--- config.mk ---
export PLATFORM = sky130hd
export DESIGN_NAME = booth_radix2_signed_multiplier_top
export DESIGN_NICKNAME = d
export VERILOG_FILES = /design/src/rtl/bmul_pkg.sv /design/src/rtl/booth_radix2_signed_multiplier_top.sv /design/src/rtl/bmul_cell.sv
export SDC_FILE = /design/constraint.sdc
export NUM_CORES = 1
export LEC_CHECK = 0
export BUFFER_PORTS_ARGS = -buffer_cell sky130_fd_sc_hd__buf_2
export CAP_MARGIN = 10
export CORE_MARGIN = 4
export CORE_UTILIZATION = 30
export CTS_BUF_LIST = sky130_fd_sc_hd__clkbuf_16
export DETAILED_ROUTE_END_ITERATION = 10
export HOLD_SLACK_MARGIN = 0.05
export PLACE_DENSITY = 0.5
export SETUP_SLACK_MARGIN = 0.4
export SYNTH_ARGS = -nofsm -noshare
export SYNTH_HDL_FRONTEND = slang
export SYNTH_SLANG_ARGS = --single-unit
--- constraint.sdc ---
create_clock -name clk -period 7.3 [get_ports clk]
set_input_delay 1.095 -clock clk [delete_from_list [all_inputs] [get_ports clk]]
set_output_delay 1.095 -clock clk [all_outputs]
set_load 0.005 [all_outputs]
--- src/rtl/bmul_pkg.sv ---
// Shared widths and defaults for the radix-2 Booth multiplier.
package bmul_pkg;
  localparam int WIDTH_DEFAULT = 16;
  localparam int IN_W          = 16;
  localparam int OUT_W         = 32;

  typedef struct packed {
    logic valid;
  } bmul_ctrl_t;
endpackage

--- src/rtl/booth_radix2_signed_multiplier_top.sv ---
// A word accepted on start appears on product with done after the last cell.
// Throughput: one word per cycle; a chain of WIDTH Booth cells, one step per cell.
// busy is high only during reset; otherwise a new word is taken every cycle.
// The receiver cannot stall: each product shows for exactly one cycle.
// Reset (rst, synchronous, active high) empties the chain; no word is lost after it.
// Top level of the radix-2 Booth signed multiplier.
module booth_radix2_signed_multiplier_top #(
  parameter int WIDTH = bmul_pkg::WIDTH_DEFAULT
) (
  input  logic                          clk,
  input  logic                          rst,
  input  logic                          start,
  output logic                          busy,
  input  logic signed [bmul_pkg::IN_W-1:0]  multiplicand,
  input  logic signed [bmul_pkg::IN_W-1:0]  multiplier,
  output logic                          done,
  output logic signed [bmul_pkg::OUT_W-1:0] product
);
  import bmul_pkg::*;

  logic [WIDTH-1:0] mc_w;
  logic [WIDTH-1:0] mp_w;

  bmul_ctrl_t       ctrl [WIDTH+1];
  logic [WIDTH:0]   acc  [WIDTH+1];
  logic [WIDTH-1:0] q    [WIDTH+1];
  logic             bth  [WIDTH+1];
  logic [WIDTH:0]   pm   [WIDTH+1];
  logic [2*WIDTH-1:0] full;

  assign busy = rst;

  generate
    if (WIDTH <= IN_W) begin : g_narrow
      assign mc_w = multiplicand[WIDTH-1:0];
      assign mp_w = multiplier[WIDTH-1:0];
    end else begin : g_wide
      assign mc_w = {{(WIDTH-IN_W){1'b0}}, multiplicand};
      assign mp_w = {{(WIDTH-IN_W){1'b0}}, multiplier};
    end
  endgenerate

  assign ctrl[0].valid = start & ~busy;
  assign acc[0]        = '0;
  assign q[0]          = mp_w;
  assign bth[0]        = 1'b0;
  assign pm[0]         = {mc_w[WIDTH-1], mc_w};

  for (genvar i = 0; i < WIDTH; i++) begin : g_cell
    bmul_cell #(.WIDTH(WIDTH)) u_cell (
      .clk      (clk),
      .rst      (rst),
      .ctrl_in  (ctrl[i]),
      .acc_in   (acc[i]),
      .q_in     (q[i]),
      .booth_in (bth[i]),
      .pm_in    (pm[i]),
      .ctrl_out (ctrl[i+1]),
      .acc_out  (acc[i+1]),
      .q_out    (q[i+1]),
      .booth_out(bth[i+1]),
      .pm_out   (pm[i+1])
    );
  end

  assign full = {acc[WIDTH][WIDTH-1:0], q[WIDTH]};
  assign done = ctrl[WIDTH].valid;

  generate
    if (2*WIDTH >= OUT_W) begin : g_pwide
      assign product = full[OUT_W-1:0];
    end else begin : g_pnarrow
      assign product = {{(OUT_W-2*WIDTH){1'b0}}, full};
    end
  endgenerate
endmodule

--- src/rtl/bmul_cell.sv ---
// One Booth step: add plus or minus the multiplicand, or nothing, then shift right by one.
module bmul_cell #(
  parameter int WIDTH = bmul_pkg::WIDTH_DEFAULT
) (
  input  logic                clk,
  input  logic                rst,
  input  bmul_pkg::bmul_ctrl_t ctrl_in,
  input  logic [WIDTH:0]      acc_in,
  input  logic [WIDTH-1:0]    q_in,
  input  logic                booth_in,
  input  logic [WIDTH:0]      pm_in,
  output bmul_pkg::bmul_ctrl_t ctrl_out,
  output logic [WIDTH:0]      acc_out,
  output logic [WIDTH-1:0]    q_out,
  output logic                booth_out,
  output logic [WIDTH:0]      pm_out
);
  import bmul_pkg::*;

  logic           add_en;
  logic           sub;
  logic [WIDTH:0] addend;
  logic [WIDTH:0] sum;

  assign sub    = q_in[0] & ~booth_in;
  assign add_en = q_in[0] ^ booth_in;
  assign addend = add_en ? (pm_in ^ {(WIDTH+1){sub}}) : '0;
  assign sum    = acc_in + addend + {{WIDTH{1'b0}}, (add_en & sub)};

  always_ff @(posedge clk) begin
    if (rst) begin
      ctrl_out.valid <= 1'b0;
    end else begin
      ctrl_out.valid <= ctrl_in.valid;
    end
    acc_out   <= {sum[WIDTH], sum[WIDTH:1]};
    q_out     <= {sum[0], q_in[WIDTH-1:1]};
    booth_out <= q_in[0];
    pm_out    <= pm_in;
  end
endmodule

==> reports/qor.txt, run 1 <==
Run status -> finished clean
TritonRoute pass-1 iters -> 6
# rows -> 116
RSZ-0062 raised after global routing -> false
Antenna diodes -> 0
Deepest clock path buffer count -> 3
Largest net degree at the start of global routing -> 22
PortBufs -> 68
Routed len/inst -> 12.7 um
Final Max Tran Viols -> 0
Worst-Margin Slew -> 1.00 ns
GPL Wtd Cong -> 0.784
Crit Path Max Fanout -> 16
Slew margin rel. -> 33.1%
Mapped cell area -> 30400 um^2
Area of the core -> 100000 um^2
Leakage -> 14.9 nW
Die Y -> 326 um
Initial antenna violation count -> 1
Clock Sinks -> 783
Final hold vios -> 0
Area growth syn-to-layout -> 14.3%
Top FF cell, synth -> dfxtp_1
Clock Power Share -> 27.8%
Mapped Cells -> 2859
Num CTS Buffers -> 85
Clock slew at reported path FFs -> 0.06 ns
CP Class -> flip-flop to flip-flop
Initial drt markers -> 851
Max incr delay on CP -> 0.76 ns
All-Layer GR Usage -> 10.4%
Post-CTS Resized -> 0
Max_cap viols -> 0
Worst path arrival time -> 4.64 ns
Switch share -> 32.0%
Drc violations -> 0
Slowest-stage cell, CP -> ha_1
Mapped Nets -> 3180
DIE AREA -> 106000 um^2
Crit-path cells -> inv_1 -> ha_1 -> xnor2_1 -> nor2_1 -> fa_1 -> fa_1 -> a21o_1 -> a221oi_1 -> a21oi_1 -> o21ai_1 -> nor2_1 -> a2111oi_0 -> mux2_2
Via density -> 4.23
Share of power burned in combinational logic -> 32.1%
Post-synth EDFFs -> 0
Unique masters post-synth -> 64
Dpl hpwl -> 41.2 mm
Fmax -> 246 MHz
Power after layout -> 0.0147 W
Detailed-route via count -> 18400
Chip Width -> 326 um
Share of cells above drive strength 1 -> 6.93%
Seq/Total Area, Yosys -> 51.6%
Syn_area_per_cell -> 10.6 um^2
Worst endpoint required time -> 7.88 ns
Fillcell total -> 10100
Internal -> 0.0100 W
Vias in the first global route -> 18200
Sequential fraction of design power -> 40.0%
Psw -> 0.00472 W
Pwr Density -> 425 nW/um^2
Hold-fix buffers, CTS -> 0
Max VDD drop -> 0.000155 V
Worst Clk Skew -> 0.0215 ns
Starting Density -> 30.3%
Setup-failing EPs final -> 0
#FFs+latches synth -> 783
Final TNS setup -> 0 ns
First-pass GRT wire length -> 92.0 mm
Latest clock arrival within the worst-skew pair -> 0.65 ns
CTS H-tree lvls -> 3
Fin crit period -> 4.06 ns
I/O pin cnt -> 69
Nets@finish -> 3242
Final WL -> 55.3 mm
Startpoint types -> flip-flop
CTS tree -> built
Worst Setup End Kind -> flip-flop
GR Overflow Total -> 0
Hold WC Path Type -> flip-flop to flip-flop
Synth warn -> 0
Post-CTS setup buffer count -> 0
Ys async rst share -> 0%
ANT nets after route -> 0
Root buf cell -> clkbuf_16
Final period utilization -> 55.7%
==> stage by stage <==
step	hold slack (ns)	instances	instance area (um^2)	utilization, %	setup WS, ns
2_1_floorplan	0.310	2859	30400	-	3.52
3_3_place_gp	0.310	4191	32000	31.9	3.32
3_5_place_dp	0.312	4191	32000	31.9	3.27
4_1_cts	0.302	4345	34700	34.6	3.22
5_1_grt	0.291	4345	34700	34.6	2.86
6_report	0.306	4345	34700	34.6	3.24
==> routing by layer <==
layer,share of wire [%],up-vias,track usage [%]
met2,45,227,17.0
met5,0,-,0
met3,4.0,92,2.00
met4,2.4,0,3.81
li1,-,9769,-
met1,49,8297,13.7
==> logic make-up after synthesis <==
kind of cell / count (synthesis) / synth area share [%]
xor+xnor: 444 / 12.8
mux: 3 / 0.111
buf+inv: 169 / 2.30
simple gates: 664 / 9.91
flops: 783 / 51.6
fa+ha+maj: 286 / 12.5
compound gates: 510 / 10.8
==> critical path: cells and delay by family (launching register included) <==
kind | cells | cell delay, ns
adders and majority gates | 3 | 1.63
AOI/OAI and AO/OA | 5 | 1.43
DFF | 1 | 0.30
xor gates and xnor gates | 1 | 0.19
and+or+nand+nor | 2 | 0.15
buffers and inverters | 1 | 0.07
muxes | 1 | 0.22
==> worst paths after layout <==
| check | from | to | slack (ns) | cells past startpoint |
|---|---|---|---|---|
| setup / recovery | g_cell[3].u_cell.booth_out$_DFF_P_ | g_cell[4].u_cell.acc_out[15]$_DFF_P_ | 3.24 | 13 |
| hold / removal | g_cell[4].u_cell.q_out[7]$_DFF_P_ | g_cell[5].u_cell.q_out[6]$_DFF_P_ | 0.31 | 0 |
| setup reg to reg | g_cell[3].u_cell.booth_out$_DFF_P_ | g_cell[4].u_cell.acc_out[15]$_DFF_P_ | 3.24 | 13 |
| hold reg to reg | g_cell[4].u_cell.q_out[7]$_DFF_P_ | g_cell[5].u_cell.q_out[6]$_DFF_P_ | 0.31 | 0 |
==> area by class of cell <==
type,count,area (um^2),area share (%)
flip-flops and latches,783,15700,45.1
multi-input cells,1907,14000,40.4
clock buffers,86,2150,6.20
well taps,1357,1700,4.89
repair buffers,68,340,0.980
clock inverters,68,557,1.60
inverters,76,285,0.822
==> layout by cell type (no fill, tap or decap), drive strengths merged, types with 9 or more instances in the layout <==
cell      n
clkinv   37
a21oi   182
a21o     90
nor2b    43
nand2b   23
dfxtp   783
clkbuf   86
ha      256
o31ai    15
fa       30
nor2    374
o21bai   26
nand3    40
and3     20
and2     13
o211ai    9
o21a     21
nor3     32
xnor2   392
nand4b   10
inv      94
a31oi    13
xor2     52
nand4    13
buf      68
nand2    66
o21ai    72
a211oi   14
a31o     10
==> cells in the mapped netlist (all sizes together) (5+ instances only) <==
cell     instances  area [um^2]
a2111oi          5         45.0
a211oi          14          105
a21o            90          676
a21oi          182          911
a311oi           8         70.1
a31o            10         87.6
a31oi           13         81.3
a41oi            8         70.1
and2            13         81.3
and3            20          125
buf             47          240
clkbuf          46          173
dfxtp          783        15700
fa              30          601
ha             256         3200
inv             76          285
nand2           66          248
nand2b          23          144
nand3           40          200
nand4           13         81.3
nand4b          10         87.6
nor2           374         1400
nor2b           43          269
nor3            32          160
nor3b            5         37.5
nor4             8         50.1
o211ai           9         67.6
o21a            21          158
o21ai           72          364
o21bai          26          195
o22ai            5         31.3
o31a             5         43.8
o31ai           15          126
or2              5         31.3
or3              5         31.3
xnor2          392         3430
xor2            52          455
==> flip-flops by register name (all words and copies together), names as in the netlist <==
register / flops
g_cell.u_cell.acc_out: 256
g_cell.u_cell.q_out: 256
g_cell.u_cell.pm_out: 240
g_cell.u_cell.ctrl_out: 16
g_cell.u_cell.booth_out: 15
==> power groups by stage <==
stage	registers, W	logic, W	clock network, W
after floorplan	0.00585	0.00384	0
after global placement	0.00602	0.00474	0
after detailed placement	0.00602	0.00474	0
after CTS	0.00594	0.00478	0.00429
after global routing	0.00603	0.00537	0.00446
final	0.00591	0.00474	0.00411
Note: power is estimated with default switching activity, not from simulation.
==> run 2: changes to the inputs <==
Settings changed: ABC_AREA set to 1, PLACE_DENSITY 0.5 to 0.52.
Clock period 7.3 ns to 3.7 ns, I/O delays scaled along.
==> reports/qor.txt, run 2 <==
Cell mode on critical path -> nand2_1
Top-area cell type share of the netlist area -> 45.1% (-6.4 points)
I/O pin cnt -> 69 (unchanged)
Mapped cell area -> 34700 um^2 (+14%)
Final TNS setup -> 0 ns (unchanged)
Max_cap viols -> 0 (unchanged)
GPL Wtd Cong -> 0.856 (+9.2%)
Run status -> finished clean
Adder-cell share of the synthesized area -> 11.0% (-1.6 points)
Fin crit period -> 3.04 ns (-1.03 ns)
Top-count cell post-synth -> nand2_1
# rows -> 124 (+6.9%)
CTS tree -> built
Dpl hpwl -> 61.6 mm (+50%)
Seq/Total Area, Yosys -> 45.1% (-6.4 points)
Initial drt markers -> 1225 (+44%)
Crit Path Max Fanout -> 16 (unchanged)
Max VDD drop -> 0.000368 V (+140%)
Critical R2R Capture -> g_cell[10].u_cell.acc_out[15]$_DFF_P_
Initial antenna violation count -> 0 (-1)
Mapped Cells -> 4441 (+55%)
Slowest-stage cell, CP -> ha_1
Synth warn -> 0 (unchanged)
Drc violations -> 0 (unchanged)
Die Y -> 348 um (+6.7%)
Final instance count without filler cells -> 6131 (+41%)
Largest net degree at the start of global routing -> 18 (-18%)
Worst endpoint required time -> 4.23 ns (-3.65 ns)
#FFs+latches synth -> 783 (unchanged)
Pwr Density -> 801 nW/um^2 (+89%)
Unique masters post-synth -> 29 (-55%)
Final Worst Setup Slack -> 0.661 ns (-2.57 ns)
TritonRoute pass-1 iters -> 5 (-1)
Largest regs -> g_cell.u_cell.acc_out: 256 flops, g_cell.u_cell.q_out: 256 flops, g_cell.u_cell.pm_out: 240 flops
Top post-synthesis cells by count -> nand2_1, dfxtp_1, inv_1, nor2_1, xnor2_1
Mapped Nets -> 4762 (+50%)
Hold WC Path Type -> primary input to flip-flop
Num CTS Buffers -> 86 (+1.2%)
Largest family of logic cells by synthesized area -> simple AND/OR/NAND/NOR gates
Fin Hold WS -> 0.114 ns (-0.192 ns)
Area growth syn-to-layout -> 14.7%
Hold Path Stages -> 3 (+3)
All-Layer GR Usage -> 12.9% (+2.5 points)
Chip Width -> 348 um (+6.7%)
Xor-xnor portion of the synthesized cell area -> 8.88% (-3.9 points)
Final WL -> 77.5 mm (+40%)
Clock slew at reported path FFs -> 0.06 ns (about the same)
Setup-failing EPs final -> 0 (unchanged)
Nets@finish -> 4874 (+50%)
Final Max Tran Viols -> 0 (unchanged)
Hold_sp -> start
Via density -> 4.08 (-3.6%)
GR Overflow Total -> 0 (unchanged)
Post-synth EDFFs -> 0 (unchanged)
Post-CTS setup buffer count -> 0 (unchanged)
Area of the core -> 115000 um^2 (+14%)
ANT nets after route -> 0 (unchanged)
PortBufs -> 68 (unchanged)
Commonest non-fill, non-tap cell in the layout -> nand2_1
Syn_area_per_cell -> 7.82 um^2 (-26%)
RSZ-0062 raised after global routing -> false
Deepest clock path buffer count -> 3 (unchanged)
Top FF cell, synth -> dfxtp_1
CP Class -> flip-flop to flip-flop
Detailed-route via count -> 25000 (+36%)
Worst path arrival time -> 3.56 ns (-1.08 ns)
Share of cells above drive strength 1 -> 5.50% (-1.4 points)
CP bufs+invs -> 1 (unchanged)
Startpoint types -> flip-flop
Antenna diodes -> 0 (unchanged)
Root buf cell -> clkbuf_16
Most frequent cells in the layout -> nand2_1, dfxtp_1, inv_1, nor2_1, xnor2_1
Hold worst-path end -> g_cell[0].u_cell.ctrl_out$_SDFF_PP0_
Placed Cells -> 5948 (+42%)
Clock Sinks -> 783 (unchanged)
Fillcell total -> 11900 (+18%)
First-pass GRT wire length -> 127 mm (+38%)
FF-to-FF Start -> g_cell[9].u_cell.booth_out$_DFF_P_
Fin util -> 34.7% (+0.11 points)
Starting Density -> 30.3% (about the same)
Worst Setup End Kind -> flip-flop
Latest clock arrival within the worst-skew pair -> 0.66 ns (about the same)
Vias in the first global route -> 24800 (+36%)
Worst Clk Skew -> 0.0390 ns (+0.0175 ns)
Max incr delay on CP -> 0.74 ns (-0.02 ns)
Final hold vios -> 0 (unchanged)
Synth area leader -> dfxtp_1
Crit-path cells -> inv_1 -> ha_1 -> xnor2_1 -> nor2_1 -> fa_1 -> fa_1 -> nand2_1 -> nand2_1 -> nand3_1 -> nand2_1 -> nand2_1 -> nand2_1 -> nand2_1 -> nand2_1
Top delay family on crit path -> adder cells
Synth top area cells -> dfxtp_1, nand2_1, ha_1
CTS H-tree lvls -> 3 (unchanged)
FF/Latch Area -> 15700 um^2 (unchanged)
Ys async rst share -> 0% (unchanged)
Slew margin rel. -> 38.2% (+5.1 points)
Synth Area in Compound Gates -> 1.82% (-9.0 points)
Final period utilization -> 82.1% (+26 points)
Pre-CTS setup slack -> 0.705 ns (-2.56 ns)
Reg2reg setup slack -> 0.66 ns (-2.57 ns)
Multiplexer share of the synthesized area -> 0% (-0.11 points)
Multi-input logic area -> 16000 um^2 (+14%)
Worst Reg-to-Reg Cells -> 14 (+1)
Leakage -> 20.7 nW (+39%)
Routed len/inst -> 12.6 um (-0.63%)
Fmax -> 329 MHz (+34%)
Post-Synth Simple-Gate Area -> 24.4% (+14 points)
Worst-Margin Slew -> 0.927 ns (-0.0763 ns)
DIE AREA -> 121000 um^2 (+14%)
run 2: cell count changes after synthesis, moves of 31 or more:
cell / previous run / this run
o21ai_0: 35 / 4
nand2_1: 66 / 1432
nor2b_1: 43 / 0
nand3_1: 40 / 164
inv_1: 76 / 697
o21ai_1: 36 / 0
xnor2_1: 392 / 267
a21o_1: 90 / 0
xor2_1: 52 / 85
a21oi_1: 182 / 122
run 2: power breakdown:
part | total [W] | switching [W] | internal, W | leakage, nW
Combinational | 0.0113 | 0.00707 | 0.00419 | 12.7
Clock | 0.00883 | 0.00362 | 0.00521 | 1.46
Sequential | 0.0118 | 0.00100 | 0.0108 | 6.60
Total | 0.0319 | 0.0117 | 0.0202 | 20.7
run 2: layout make-up:
cell class | count | area share (%)
inverter | 700 | 6.60
tap | 1512 | 4.75
clock buffer | 86 | 5.40
multi-input combinational | 2877 | 40.1
timing repair buffer | 105 | 1.73
clock inverter | 68 | 2.01
sequential | 783 | 39.4
run 2: metrics by stage:
step	cell area (um^2)	power (W)
after global routing	39800	0.0346
final	39800	0.0319
after detailed placement	36600	0.0233
after CTS	39800	0.0325
after global placement	36600	0.0234
after floorplan	34700	0.0201
run 2: layer usage:
layer	wire length, um	share of wire (%)	track usage [%]	vias to the layer above
li1	-	-	-	13600
met3	2620	3.4	2.03	125
met1	35400	46	15.9	11000
met4	2070	2.7	4.20	0
met2	37300	48	23.1	318
met5	0	0	0	-
run 2: cells by family (layout without fill, tap and decap cells):
family | Yosys count | after routing
compound gates | 126 | 126
flops | 783 | 783
buf+inv | 781 | 959
fa+ha+maj | 286 | 286
xor+xnor | 352 | 352
simple gates | 2113 | 2113
run 2: how the worst max path moves through the flow:
stage / from / to / slack, ns / depth (start not counted)
CTS: g_cell[9].u_cell.booth_out$_DFF_P_ / g_cell[10].u_cell.acc_out[15]$_DFF_P_ / 0.66 / 14
global route: g_cell[2].u_cell.booth_out$_DFF_P_ / g_cell[3].u_cell.acc_out[13]$_DFF_P_ / 0.42 / 14
finish: g_cell[9].u_cell.booth_out$_DFF_P_ / g_cell[10].u_cell.acc_out[15]$_DFF_P_ / 0.66 / 14
global placement: g_cell[9].u_cell.booth_out$_DFF_P_ / g_cell[10].u_cell.acc_out[15]$_DFF_P_ / 0.76 / 14
floorplan: g_cell[13].u_cell.booth_out$_DFF_P_ / g_cell[14].u_cell.acc_out[13]$_DFF_P_ / 1.07 / 15
detailed placement: g_cell[9].u_cell.booth_out$_DFF_P_ / g_cell[10].u_cell.acc_out[15]$_DFF_P_ / 0.70 / 14
run 2: repair_timing:
action	in CTS	in global routing
endpoints found under the hold margin	29	0
hold buffers	29	0
gates resized for setup	0	0
run 2: worst min-delay path: stages:
cell and delay, ns:
buf_2 0.07, inv_1 0.03, nor2_1 0.06
==> run 3: changes to the inputs <==
Clock period 3.7 ns to 2.72 ns, I/O delays scaled along.
==> reports/qor.txt, run 3 (synthesis gave the netlist of run 2 again) <==
Run status -> finished clean
Largest regs -> g_cell.u_cell.acc_out: 256 flops, g_cell.u_cell.q_out: 256 flops, g_cell.u_cell.pm_out: 240 flops
Global-route met1 utilization -> 15.1% (-0.83 points)
All-Layer GR Usage -> 12.2% (-0.76 points)
Latest clock arrival within the worst-skew pair -> 0.67 ns (about the same)
Slowest-stage cell, CP -> fa_2
Final WL -> 73.3 mm (-5.4%)
Crit Path Max Fanout -> 3 (-13)
DIE AREA -> 121000 um^2 (unchanged)
Worst Clk Skew -> 0.0453 ns (+0.00626 ns)
GR Overflow Total -> 0 (unchanged)
Area of the core -> 115000 um^2 (unchanged)
Antenna diodes -> 0 (unchanged)
Share of cells above drive strength 1 -> 12.4% (+6.9 points)
Fin Hold WS -> 0.297 ns (+0.183 ns)
Most frequent cells in the layout -> nand2_1, dfxtp_1, inv_1, nor2_1, xnor2_1
PortBufs -> 68 (unchanged)
Deepest clock path buffer count -> 3 (unchanged)
Final TNS setup -> 0 ns (unchanged)
Worst path arrival time -> 2.84 ns (-0.72 ns)
Root buf cell -> clkbuf_16
First-pass GRT wire length -> 121 mm (-5.0%)
Placed Cells -> 5970 (+0.37%)
Startpoint types -> flip-flop
CTS tree -> built
Nets@finish -> 4921 (+0.96%)
Final period utilization -> 83.7% (+1.6 points)
Drc violations -> 0 (unchanged)
Detailed-route via count -> 25100 (+0.38%)
Worst endpoint required time -> 3.28 ns (-0.95 ns)
I/O pin cnt -> 69 (unchanged)
Fin crit period -> 2.28 ns (-0.763 ns)
CTS H-tree lvls -> 3 (unchanged)
RSZ-0062 raised after global routing -> true
Crit. Startpoint -> g_cell[3].u_cell.booth_out$_DFF_P_
Vias in the first global route -> 24200 (-2.1%)
Routed len/inst -> 11.9 um (-6.2%)
Most Crowded Layer GR -> met2
Worst Setup End Kind -> flip-flop
Dpl hpwl -> 57.2 mm (-7.2%)
Crit-path cells -> inv_2 -> ha_1 -> nor2_2 -> fa_2 -> fa_2 -> nand2_2 -> nand2_4 -> nand3b_1 -> nand2_2 -> nand2_2 -> nand2_1 -> nand2_1 -> nand2_1
Slew margin rel. -> 76.7% (+39 points)
Starting Density -> 30.3% (unchanged)
Max_cap viols -> 0 (unchanged)
ANT nets after route -> 0 (unchanged)
Die Y -> 348 um (unchanged)
Clock Sinks -> 783 (unchanged)
Via density -> 4.06 (-0.43%)
Num CTS Buffers -> 89 (+3.5%)
Final Max Tran Viols -> 0 (unchanged)
Hold_sp -> g_cell[11].u_cell.q_out[11]$_DFF_P_
Final instance count without filler cells -> 6181 (+0.82%)
Clock slew at reported path FFs -> 0.06 ns (about the same)
Initial drt markers -> 1097 (-10%)
# rows -> 124 (unchanged)
FF-to-FF Start -> g_cell[3].u_cell.booth_out$_DFF_P_
Commonest non-fill, non-tap cell in the layout -> nand2_1
Final hold vios -> 0 (unchanged)
Max incr delay on CP -> 0.42 ns (-0.32 ns)
GPL Wtd Cong -> 0.814 (-5.0%)
Largest net degree at the start of global routing -> 18 (unchanged)
Hold WC Path Type -> flip-flop to flip-flop
Initial antenna violation count -> 0 (unchanged)
Area growth syn-to-layout -> 19.7%
Fmax -> 439 MHz (+33%)
Worst-Margin Slew -> 0.348 ns (-0.579 ns)
Met3 global-route usage -> 2.20% (+0.17 points)
TritonRoute pass-1 iters -> 5 (unchanged)
Leakage -> 21.1 nW (+1.8%)
Setup-failing EPs final -> 0 (unchanged)
Chip Width -> 348 um (unchanged)
Met2 usage -> 21.2% (-1.9 points)
Pwr Density -> 1060 nW/um^2 (+33%)
Max VDD drop -> 0.000501 V (+36%)
CP Class -> flip-flop to flip-flop
[run 3: critical path, delay by kind of cell, from the launching register on]
kind	cells	cell delay [ns]
adder cells (fa/ha/maj)	3	1.16
buffers and inverters	1	0.05
flip-flops	1	0.32
AND/OR/NAND/NOR	9	0.65
[run 3: layout make-up]
| class | instances | area (um^2) |
|---|---|---|
| Multi-Input combinational cell | 2877 | 17100 |
| Fill cell | 11900 | 73100 |
| Timing Repair Buffer | 149 | 1210 |
| Tap cell | 1512 | 1890 |
| Clock inverter | 67 | 707 |
| Inverter | 700 | 2640 |
| Clock buffer | 93 | 2330 |
| Sequential cell | 783 | 15700 |
[run 3: metal layers]
metal / share of wire [%] / up-vias
met4: 2.9 / 0
met1: 46 / 11000
met2: 47 / 277
met3: 3.6 / 118
met5: 0 / -
li1: - / 13700
[run 3: power breakdown]
part / leakage [nW] / internal [W] / total, W / switching, W
logic: 13.0 / 0.00618 / 0.0160 / 0.00979
clock network: 1.49 / 0.00729 / 0.0122 / 0.00491
registers: 6.60 / 0.0147 / 0.0160 / 0.00130
total: 21.1 / 0.0282 / 0.0442 / 0.0160
[run 3: final timing paths]
kind	endpoint	slack [ns]	cells past startpoint
min reg2reg	g_cell[12].u_cell.q_out[10]$_DFF_P_	0.30	0
min	g_cell[12].u_cell.q_out[10]$_DFF_P_	0.30	0
max	g_cell[4].u_cell.acc_out[13]$_DFF_P_	0.44	13
max reg2reg	g_cell[4].u_cell.acc_out[13]$_DFF_P_	0.44	13
[run 3: through the flow]
stage	worst slack, ns	cell area, um^2	total power [W]	utilization [%]
global route	0.315	41600	0.0481	36.3
floorplan	0.378	34900	0.0275	-
CTS	0.402	40300	0.0442	35.2
detailed placement	0.341	36800	0.0315	32.1
finish	0.443	41600	0.0442	36.3
global placement	0.364	36800	0.0315	32.1
[run 3: timing repair]
action	4_1_cts	5_1_grt
endpoints found under the setup margin	64	162
gates resized for setup	33	299
setup buffers	0	15
hold buffers	35	0
gates cloned	0	1
pin swaps	1	96
endpoints found under the hold margin	51	0
